### config.mk
export PLATFORM = sky130hd
export DESIGN_NAME = rgb_hue_rotate
export DESIGN_NICKNAME = d
export VERILOG_FILES = /design/src/hrot_pkg.sv /design/src/hrot_cfg.sv /design/src/hrot_front.sv /design/src/hrot_div.sv /design/src/hrot_back.sv /design/src/rgb_hue_rotate.sv
export SDC_FILE = /design/constraint.sdc
export NUM_CORES = 2
export LEC_CHECK = 0
export BUFFER_PORTS_ARGS = -buffer_cell sky130_fd_sc_hd__buf_2
export CORE_MARGIN = 3
export CORE_UTILIZATION = 27
export CTS_CLUSTER_DIAMETER = 200
export CTS_CLUSTER_SIZE = 25
export DETAILED_ROUTE_END_ITERATION = 10
export GPL_TIMING_DRIVEN = 0
export PLACE_DENSITY_LB_ADDON = 0.05
export SKIP_LAST_GASP = 1
export SYNTH_ARGS = -nofsm -noshare
export SYNTH_HDL_FRONTEND = slang
export SYNTH_SLANG_ARGS = --single-unit
### constraint.sdc
create_clock -name clk -period 81.7 [get_ports clk]
set_clock_uncertainty 0.1 [all_clocks]
set_input_delay 24.51 -clock clk [delete_from_list [all_inputs] [get_ports clk]]
set_output_delay 24.51 -clock clk [all_outputs]
set_load 0.1 [all_outputs]
### src/hrot_pkg.sv
// shared types and constants for the rgb hue rotator
`timescale 1ns / 1ps
package hrot_pkg;

  // pixel fields carried down the pipeline
  typedef struct packed {
    logic [7:0] r;
    logic [7:0] g;
    logic [7:0] b;
    logic [7:0] mx;
    logic [7:0] mn;
    logic [7:0] delta;
    logic       bypass;
  } pix_t;

  // hue sector after rotation, 60 degrees each
  typedef enum logic [2:0] {
    SEC_RED_UP   = 3'd0,
    SEC_GRN_DOWN = 3'd1,
    SEC_GRN_UP   = 3'd2,
    SEC_BLU_DOWN = 3'd3,
    SEC_BLU_UP   = 3'd4,
    SEC_RED_DOWN = 3'd5
  } sector_t;

  // configuration register byte addresses
  localparam logic [2:0] REG_HUE_SHIFT = 3'd0;
  localparam logic [2:0] REG_ENABLE    = 3'd4;

  // register widths
  localparam int SHIFT_W = 14;

  // floor(y / 15) = (y * RECIP_15) >> RECIP_15_SH for y below 4681
  localparam int          RECIP_15_SH = 16;
  localparam logic [12:0] RECIP_15    = 13'd4370;

  // shift reduction reciprocal precision
  localparam int SHIFT_RECIP_SH = 24;

endpackage

### src/hrot_cfg.sv
// configuration registers and shift reduction modulo a full turn
`timescale 1ns / 1ps
module hrot_cfg #(
  parameter int FULL = 5760,
  parameter int HW   = 13
) (
  input  logic                        clk,
  input  logic                        rst,
  input  logic                        psel,
  input  logic                        penable,
  input  logic                        pwrite,
  input  logic [2:0]                  paddr,
  input  logic [31:0]                 pwdata,
  output logic [31:0]                 prdata,
  output logic                        pready,
  output logic                        rot_off,
  output logic [HW-1:0]               shift_mod
);
  import hrot_pkg::*;

  localparam int          RECIP   = (1 << SHIFT_RECIP_SH) / FULL;
  localparam int          RECIP_W = $clog2(RECIP + 1);

  logic [SHIFT_W-1:0] hue_shift;
  logic               enable;
  logic               wr;

  logic [SHIFT_W-1:0]         mag;
  logic [SHIFT_W+RECIP_W-1:0] quo_full;
  logic [SHIFT_W-1:0]         mag_r;
  logic [SHIFT_W-1:0]         quo_r;
  logic                       neg_r;
  logic                       neg_rr;
  logic [SHIFT_W-1:0]         rem_r;
  logic [31:0]                rem_x;
  logic [31:0]                rem_fix;

  assign pready = 1'b1;
  assign wr     = psel && penable && pwrite && pready;

  // register writes, decoded on the word index
  always_ff @(posedge clk) begin
    if (rst) begin
      hue_shift <= '0;
      enable    <= 1'b1;
    end else if (wr) begin
      if (paddr[2] == REG_ENABLE[2]) begin
        enable <= pwdata[0];
      end else begin
        hue_shift <= pwdata[SHIFT_W-1:0];
      end
    end
  end

  // read back
  always_comb begin
    if (paddr[2] == REG_ENABLE[2]) begin
      prdata = {31'd0, enable};
    end else begin
      prdata = {{(32-SHIFT_W){hue_shift[SHIFT_W-1]}}, hue_shift};
    end
  end

  assign rot_off = (hue_shift == '0) || !enable;

  // magnitude and quotient estimate by reciprocal
  assign mag      = hue_shift[SHIFT_W-1] ? (~hue_shift + 1'b1) : hue_shift;
  assign quo_full = (SHIFT_W+RECIP_W)'(mag) * (SHIFT_W+RECIP_W)'(RECIP);

  always_ff @(posedge clk) begin
    mag_r <= mag;
    quo_r <= SHIFT_W'(quo_full >> SHIFT_RECIP_SH);
    neg_r <= hue_shift[SHIFT_W-1];
  end

  // remainder, at most one turn too large
  always_ff @(posedge clk) begin
    rem_r  <= SHIFT_W'(32'(mag_r) - 32'(quo_r) * 32'(FULL));
    neg_rr <= neg_r;
  end

  // correct and fold negative shifts into one turn
  always_comb begin
    rem_x = 32'(rem_r);
    if (rem_x >= 32'(FULL)) begin
      rem_x = rem_x - 32'(FULL);
    end
    rem_fix = rem_x;
    if (neg_rr && (rem_x != 32'd0)) begin
      rem_fix = 32'(FULL) - rem_x;
    end
  end

  always_ff @(posedge clk) begin
    shift_mod <= HW'(rem_fix);
  end

endmodule

### src/hrot_front.sv
// input stages: max, min, delta, bypass decision and hue dividend
`timescale 1ns / 1ps
module hrot_front #(
  parameter int SIXTH = 960,
  parameter int RW    = 21
) (
  input  logic                 clk,
  input  logic                 rst,
  input  logic                 adv,
  input  logic                 in_valid,
  input  logic [23:0]          in_data,
  input  logic                 rot_off,
  output logic                 out_valid,
  output hrot_pkg::pix_t       out_pix,
  output logic [RW-1:0]        out_dividend
);
  import hrot_pkg::*;

  logic [7:0]  r;
  logic [7:0]  g;
  logic [7:0]  b;
  logic [7:0]  mx;
  logic [7:0]  mn;
  logic [7:0]  delta;
  logic [14:0] delta_x100;
  logic [10:0] num;
  pix_t        pix;

  logic        a_valid;
  pix_t        a_pix;
  logic [10:0] a_num;

  assign r = in_data[7:0];
  assign g = in_data[15:8];
  assign b = in_data[23:16];

  // extremes and hue numerator, ties go to red then green
  always_comb begin
    mx = r;
    mn = r;
    if (g > mx) mx = g;
    if (b > mx) mx = b;
    if (g < mn) mn = g;
    if (b < mn) mn = b;
    delta      = mx - mn;
    delta_x100 = 15'(delta) * 15'd100;
    if (mx == r) begin
      num = 11'(delta) * 11'd6 + 11'(g) - 11'(b);
    end else if (mx == g) begin
      num = 11'(delta) * 11'd2 + 11'(b) - 11'(r);
    end else begin
      num = 11'(delta) * 11'd4 + 11'(r) - 11'(g);
    end
    pix.r      = r;
    pix.g      = g;
    pix.b      = b;
    pix.mx     = mx;
    pix.mn     = mn;
    pix.delta  = delta;
    pix.bypass = rot_off || (mx == 8'd0) || (mn == 8'd255) ||
                 (delta_x100 < 15'(mx)) || (delta == 8'd0);
  end

  // stage a
  always_ff @(posedge clk) begin
    if (rst) begin
      a_valid <= 1'b0;
    end else if (adv) begin
      a_valid <= in_valid;
    end
  end

  always_ff @(posedge clk) begin
    if (adv) begin
      a_pix <= pix;
      a_num <= num;
    end
  end

  // stage b: scale numerator to hue units
  always_ff @(posedge clk) begin
    if (rst) begin
      out_valid <= 1'b0;
    end else if (adv) begin
      out_valid <= a_valid;
    end
  end

  always_ff @(posedge clk) begin
    if (adv) begin
      out_pix      <= a_pix;
      out_dividend <= RW'(a_num) * RW'(SIXTH);
    end
  end

endmodule

### src/hrot_div.sv
// pipelined restoring divider, one quotient bit per stage
`timescale 1ns / 1ps
module hrot_div #(
  parameter int QW = 13,
  parameter int RW = 21
) (
  input  logic                 clk,
  input  logic                 rst,
  input  logic                 adv,
  input  logic                 in_valid,
  input  hrot_pkg::pix_t       in_pix,
  input  logic [RW-1:0]        in_dividend,
  output logic                 out_valid,
  output hrot_pkg::pix_t       out_pix,
  output logic [QW-1:0]        out_quo
);
  import hrot_pkg::*;

  logic          v   [QW];
  pix_t          p   [QW];
  logic [RW-1:0] rem [QW];
  logic [QW-1:0] quo [QW];

  for (genvar k = 0; k < QW; k++) begin : g_stage
    localparam int BIT = QW - 1 - k;

    logic          prev_v;
    pix_t          prev_p;
    logic [RW-1:0] prev_rem;
    logic [QW-1:0] prev_quo;
    logic [RW-1:0] dsh;
    logic          ge;

    if (k == 0) begin : g_first
      assign prev_v   = in_valid;
      assign prev_p   = in_pix;
      assign prev_rem = in_dividend;
      assign prev_quo = '0;
    end else begin : g_next
      assign prev_v   = v[k-1];
      assign prev_p   = p[k-1];
      assign prev_rem = rem[k-1];
      assign prev_quo = quo[k-1];
    end

    // trial subtract of the shifted divisor
    assign dsh = RW'(prev_p.delta) << BIT;
    assign ge  = prev_rem >= dsh;

    always_ff @(posedge clk) begin
      if (rst) begin
        v[k] <= 1'b0;
      end else if (adv) begin
        v[k] <= prev_v;
      end
    end

    always_ff @(posedge clk) begin
      if (adv) begin
        p[k]   <= prev_p;
        rem[k] <= ge ? (prev_rem - dsh) : prev_rem;
        quo[k] <= prev_quo | (QW'(ge) << BIT);
      end
    end
  end

  assign out_valid = v[QW-1];
  assign out_pix   = p[QW-1];
  assign out_quo   = quo[QW-1];

endmodule

### src/hrot_back.sv
// back stages: rotate hue, rebuild channels, output register
`timescale 1ns / 1ps
module hrot_back #(
  parameter int F     = 4,
  parameter int SIXTH = 960,
  parameter int FULL  = 5760,
  parameter int QW    = 13,
  parameter int HW    = 13
) (
  input  logic                 clk,
  input  logic                 rst,
  input  logic                 adv,
  input  logic                 in_valid,
  input  hrot_pkg::pix_t       in_pix,
  input  logic [QW-1:0]        in_quo,
  input  logic [HW-1:0]        shift_mod,
  output logic                 out_valid,
  output logic [23:0]          out_data,
  output logic                 out_flag
);
  import hrot_pkg::*;

  localparam int WW = $clog2(SIXTH + 1);
  localparam int PW = 8 + WW;

  // stage registers
  logic          v1, v2, v3, v4, v5;
  pix_t          p1, p2, p3, p4, p5;
  logic [HW-1:0] h1;
  logic [HW-1:0] h2;
  sector_t       s3, s4, s5;
  logic [WW-1:0] w3;
  logic [PW-1:0] prod4;
  logic [24:0]   yq5;

  // combinational terms
  logic [HW:0]   hsum;
  logic [HW:0]   hrot;
  sector_t       sec;
  logic [HW-1:0] t;
  logic [WW-1:0] w;
  logic [11:0]   y;
  logic [7:0]    q;
  logic [8:0]    mid_sum;
  logic [7:0]    mid;
  logic [7:0]    ro, go, bo;

  // valid chain
  always_ff @(posedge clk) begin
    if (rst) begin
      v1        <= 1'b0;
      v2        <= 1'b0;
      v3        <= 1'b0;
      v4        <= 1'b0;
      v5        <= 1'b0;
      out_valid <= 1'b0;
    end else if (adv) begin
      v1        <= in_valid;
      v2        <= v1;
      v3        <= v2;
      v4        <= v3;
      v5        <= v4;
      out_valid <= v5;
    end
  end

  // stage 1: wrap red-sector hue into one turn
  always_ff @(posedge clk) begin
    if (adv) begin
      p1 <= in_pix;
      h1 <= (in_quo >= QW'(FULL)) ? HW'(in_quo - QW'(FULL)) : HW'(in_quo);
    end
  end

  // stage 2: add the shift modulo a full turn
  always_comb begin
    hsum = (HW+1)'(h1) + (HW+1)'(shift_mod);
    hrot = (hsum >= (HW+1)'(FULL)) ? (hsum - (HW+1)'(FULL)) : hsum;
  end

  always_ff @(posedge clk) begin
    if (adv) begin
      p2 <= p1;
      h2 <= HW'(hrot);
    end
  end

  // stage 3: sector and distance into the ramp
  always_comb begin
    if (h2 >= HW'(5 * SIXTH)) begin
      sec = SEC_RED_DOWN;
      t   = h2 - HW'(4 * SIXTH);
    end else if (h2 >= HW'(4 * SIXTH)) begin
      sec = SEC_BLU_UP;
      t   = h2 - HW'(4 * SIXTH);
    end else if (h2 >= HW'(3 * SIXTH)) begin
      sec = SEC_BLU_DOWN;
      t   = h2 - HW'(2 * SIXTH);
    end else if (h2 >= HW'(2 * SIXTH)) begin
      sec = SEC_GRN_UP;
      t   = h2 - HW'(2 * SIXTH);
    end else if (h2 >= HW'(SIXTH)) begin
      sec = SEC_GRN_DOWN;
      t   = h2;
    end else begin
      sec = SEC_RED_UP;
      t   = h2;
    end
    w = (t < HW'(SIXTH)) ? WW'(t) : WW'(HW'(2 * SIXTH) - t);
  end

  always_ff @(posedge clk) begin
    if (adv) begin
      p3 <= p2;
      s3 <= sec;
      w3 <= w;
    end
  end

  // stage 4: chroma times ramp position
  always_ff @(posedge clk) begin
    if (adv) begin
      p4    <= p3;
      s4    <= s3;
      prod4 <= PW'(p3.delta) * PW'(w3);
    end
  end

  // stage 5: divide by a sixth via reciprocal of fifteen
  assign y = 12'(prod4 >> (F + 2));

  always_ff @(posedge clk) begin
    if (adv) begin
      p5  <= p4;
      s5  <= s4;
      yq5 <= 25'(y) * 25'(RECIP_15);
    end
  end

  // stage 6: middle channel and channel order
  always_comb begin
    q       = 8'(yq5 >> RECIP_15_SH);
    mid_sum = 9'(p5.mn) + 9'(q);
    mid     = mid_sum[7:0];
    unique case (s5)
      SEC_RED_UP:   begin ro = p5.mx; go = mid;   bo = p5.mn; end
      SEC_GRN_DOWN: begin ro = mid;   go = p5.mx; bo = p5.mn; end
      SEC_GRN_UP:   begin ro = p5.mn; go = p5.mx; bo = mid;   end
      SEC_BLU_DOWN: begin ro = p5.mn; go = mid;   bo = p5.mx; end
      SEC_BLU_UP:   begin ro = mid;   go = p5.mn; bo = p5.mx; end
      default:      begin ro = p5.mx; go = p5.mn; bo = mid;   end
    endcase
  end

  always_ff @(posedge clk) begin
    if (adv) begin
      if (p5.bypass) begin
        out_data <= {p5.b, p5.g, p5.r};
      end else begin
        out_data <= {bo, go, ro};
      end
      out_flag <= p5.bypass;
    end
  end

endmodule

### src/rgb_hue_rotate.sv
// top level of the rgb hue rotator
// Rotates the hue of one 8-bit RGB pixel per clock by the signed hue_shift
// register (in 1/2^HUE_FRAC_BITS degree). The pipeline takes a new pixel
// every cycle unless the output stalls; the hue is found by a divider, one
// quotient bit per stage. The whole pipeline halts while the output is
// stalled. Pixels that are grey, black, white, nearly unsaturated, or that
// arrive with the block disabled or a zero shift come out unchanged with
// tuser set. Configuration goes through the register port at byte 0
// (hue_shift) and byte 4 (enable); the user must write it only while
// no pixel is in flight, as the block itself does not enforce this.
`timescale 1ns / 1ps
module rgb_hue_rotate #(
  parameter int HUE_FRAC_BITS = 4
) (
  input  logic        clk,
  input  logic        rst,
  // register port
  input  logic        psel,
  input  logic        penable,
  input  logic        pwrite,
  input  logic [2:0]  paddr,
  input  logic [31:0] pwdata,
  output logic [31:0] prdata,
  output logic        pready,
  // pixel input
  input  logic        s_tvalid,
  output logic        s_tready,
  input  logic [23:0] s_tdata,   // red_in [7:0], green_in [15:8], blue_in [23:16]
  // pixel output
  output logic        m_tvalid,
  input  logic        m_tready,
  output logic [23:0] m_tdata,   // red_out [7:0], green_out [15:8], blue_out [23:16]
  output logic        m_tuser    // passed_through
);
  import hrot_pkg::*;

  localparam int SIXTH = 60 * (1 << HUE_FRAC_BITS);
  localparam int FULL  = 6 * SIXTH;
  localparam int QW    = $clog2(7 * SIXTH + 1);
  localparam int RW    = QW + 8;
  localparam int HW    = $clog2(FULL);

  logic          adv;
  logic          rot_off;
  logic [HW-1:0] shift_mod;

  logic          f_valid;
  pix_t          f_pix;
  logic [RW-1:0] f_dividend;

  logic          d_valid;
  pix_t          d_pix;
  logic [QW-1:0] d_quo;

  // whole pipeline moves when the output register is free
  assign adv      = !m_tvalid || m_tready;
  assign s_tready = adv;

  hrot_cfg #(
    .FULL (FULL),
    .HW   (HW)
  ) u_cfg (
    .clk       (clk),
    .rst       (rst),
    .psel      (psel),
    .penable   (penable),
    .pwrite    (pwrite),
    .paddr     (paddr),
    .pwdata    (pwdata),
    .prdata    (prdata),
    .pready    (pready),
    .rot_off   (rot_off),
    .shift_mod (shift_mod)
  );

  hrot_front #(
    .SIXTH (SIXTH),
    .RW    (RW)
  ) u_front (
    .clk          (clk),
    .rst          (rst),
    .adv          (adv),
    .in_valid     (s_tvalid),
    .in_data      (s_tdata),
    .rot_off      (rot_off),
    .out_valid    (f_valid),
    .out_pix      (f_pix),
    .out_dividend (f_dividend)
  );

  hrot_div #(
    .QW (QW),
    .RW (RW)
  ) u_div (
    .clk         (clk),
    .rst         (rst),
    .adv         (adv),
    .in_valid    (f_valid),
    .in_pix      (f_pix),
    .in_dividend (f_dividend),
    .out_valid   (d_valid),
    .out_pix     (d_pix),
    .out_quo     (d_quo)
  );

  hrot_back #(
    .F     (HUE_FRAC_BITS),
    .SIXTH (SIXTH),
    .FULL  (FULL),
    .QW    (QW),
    .HW    (HW)
  ) u_back (
    .clk       (clk),
    .rst       (rst),
    .adv       (adv),
    .in_valid  (d_valid),
    .in_pix    (d_pix),
    .in_quo    (d_quo),
    .shift_mod (shift_mod),
    .out_valid (m_tvalid),
    .out_data  (m_tdata),
    .out_flag  (m_tuser)
  );

endmodule

==> results_dict.tcl <==
set metrics [dict create \
    outcome "complete, no violations" \
    start_util 0.273 \
    critPathMaxStageDelay_ps 600 \
    drtAntennaViolNets 0 \
    area_delta_synth_final_pct 10.4 \
    route.vias.total 32401 \
    cts_resized 0 \
    antenna_found_initial 5 \
    drv_cap 0 \
    yosysTopAreaCell "edfxtp_1" \
    crit_type "in -> out" \
    synth_area_per_cell_um2 14.5 \
    synth_area_leaders "edfxtp_1, ha_1, fa_1" \
    reg2reg_slack_ps 75740 \
    arrival_ps 27850 \
    core_um2 237000 \
    grt_max_degree 104 \
    final_common_cell "edfxtp_1" \
    routedWlPerCell_um 16.0 \
    drive_gt1_frac 0.0584 \
    dp.cells 7732 \
    routabilityCongestion 0.788 \
    ioPinCount 126 \
    timing.slew.headroom 0.165 \
    dpl.hpwl_mm 89.1 \
    yosysWarnings 0 \
    grt_usage 0.103 \
    rsz0062_at_grt "false" \
    nets 5270 \
    routed_wl_mm 126 \
    cts-htree-levels 3 \
    syn_inst 4463 \
    period_share 0.642 \
    max_freq_mhz 19.1 \
    nFillCells 23652 \
    gr-total-overflow 0 \
    tightest_slew_ps 1250 \
    hold_viol_final 0 \
    drc_errors 0 \
    setup-violations-final 0 \
    synth_seq_cells 1447 \
    syn_area_um2 64600 \
    drtIter0Drc 1845 \
    io_buffers 103 \
    period_minus_slack_ps 52460 \
    slew_viol_final 0 \
    crit_family "buffers and inverters" \
    root_buffer "clkbuf_16" \
    hp-class "reg -> reg" \
    cp-end-kind "output port" \
    drt_pass1_iterations 5 \
    crit_chain "buf_2 -> nor2b_1 -> clkbuf_1 -> clkinv_4 -> buf_16 -> buf_16 -> buf_16 -> buf_16 -> buf_2" \
    synth_nets 5082 \
    synth_async_sr_flop_share 0 \
    crit_path_frequent_cell "buf_16" \
    clkTransAtPathRegs_ps 100 \
    slowest_stage "clkinv_4" \
    grt_pass1_vias 33452 \
    ys.flop_type "edfxtp_1" \
    dieHeight_um 495 \
    synth_edf_count 1379 \
    seqCellArea_um2 42800 \
    mostFrequentLayoutCells "edfxtp_1, inv_1, ha_1" \
    core.rowCount 178 \
    cts_buffers 67 \
    clkSinkCount 1447 \
    drt-vias-per-instance 4.14 \
    final_cells 7825 \
    die_area_um2 245000 \
    clk_path_buf_depth 3 \
    ys_seq_area_frac 0.662 \
    fp.dieW_um 495 \
    clock_latency_ps 700 \
    worstPathRequired_ps 57090 \
    grt_pass1_wl_mm 199 \
    cts_hold_buf 0 \
    multi_input_area_um2 19700 \
    cp_max_fo 102 \
    post_cts_buffers 0 \
    critPathBufInv 8 \
    yosysUniqueCellTypes 94 \
    synth_top_area_share 0.641 \
    cts_tree "done" \
    start_kind "input pin" \
]
==> routing by layer <==
layer / up-vias / wire length [µm] / global-route usage
met5: - / 0 / 0
met4: 0 / 2560 / 0.0238
met3: 114 / 3060 / 0.0148
met2: 303 / 59300 / 0.170
met1: 15614 / 60600 / 0.142
li1: 16370 / - / -
==> metrics by stage <==
stage          instance area (µm²)  setup WS [ps]  hold slack (ps)   util  setup TNS, ps
5_1_grt                      71300          28910              247  0.302              0
3_5_place_dp                 69500          29160              225  0.294              0
4_1_cts                      71300          29160              235  0.302              0
3_3_place_gp                 69000         -17200              214  0.292         -17200
6_report                     71300          29240              241  0.302              0
2_1_floorplan                64600           6860              210      -              0
==> registers in the layout (all words and copies together) (netlist names), 15 cells and up <==
name                  flops
u_div.p                 637
u_div.rem               195
u_div.quo                91
u_back.p1                49
u_back.p2                49
u_back.p3                49
u_front.a_pix            49
u_front.out_pix          49
u_back.p4                41
u_back.p5                41
u_back.out_data          24
u_front.out_dividend     15
==> final timing paths <==
kind / from / endpoint / cells past startpoint
max: m_tready / s_tready / 9
max reg2reg: u_cfg.hue_shift[0]$_SDFFE_PP0P_ / u_cfg.quo_r[1]$_DFF_P_ / 22
min reg2reg: u_cfg.mag_r[1]$_DFF_P_ / u_cfg.rem_r[1]$_DFF_P_ / 0
min: u_cfg.mag_r[1]$_DFF_P_ / u_cfg.rem_r[1]$_DFF_P_ / 0
==> cells by family after synthesis <==
group | count (synthesis) | share of synthesized area
adder cells (fa/ha/maj) | 553 | 0.124
other | 1 | 0.0000581
XOR/XNOR | 269 | 0.0371
AND/OR/NAND/NOR | 902 | 0.0679
AO/OA/AOI/OAI | 683 | 0.0659
flip-flops | 1447 | 0.662
buffers and inverters | 549 | 0.0331
multiplexers | 59 | 0.00961
==> cell type report <==
class                   instances  share of cell area
diodes                          1           0.0000351
plain buffers                  82             0.00535
clock buffers                  86              0.0251
clock inverters                 6            0.000895
inverters                     467              0.0246
multi-input cells            2467               0.276
flip-flops and latches       1447               0.600
well taps                    3150              0.0553
repair buffers                119              0.0131
==> cells in the mapped netlist, types with 15 or more instances <==
| master | count |
|---|---|
| nand4_1 | 29 |
| nor3_1 | 54 |
| a21boi_0 | 29 |
| o21ai_0 | 156 |
| a21oi_1 | 244 |
| dfxtp_1 | 68 |
| nor4_1 | 24 |
| nand2b_1 | 48 |
| nand3_1 | 52 |
| clkbuf_1 | 53 |
| o22ai_1 | 17 |
| nand2_1 | 241 |
| and2_1 | 62 |
| nor2_1 | 250 |
| mux2i_1 | 37 |
| xnor2_1 | 192 |
| o31ai_1 | 15 |
| xor2_1 | 74 |
| nor2b_1 | 57 |
| a21o_1 | 48 |
| fa_1 | 146 |
| edfxtp_1 | 1379 |
| buf_4 | 19 |
| or3_1 | 21 |
| mux2_2 | 21 |
| o21a_1 | 20 |
| inv_1 | 465 |
| o21bai_1 | 25 |
| ha_1 | 407 |
Power is left out: the tool's default activity adds up to more than one toggle a clock period on the data nets, which glitch-free logic cannot reach.
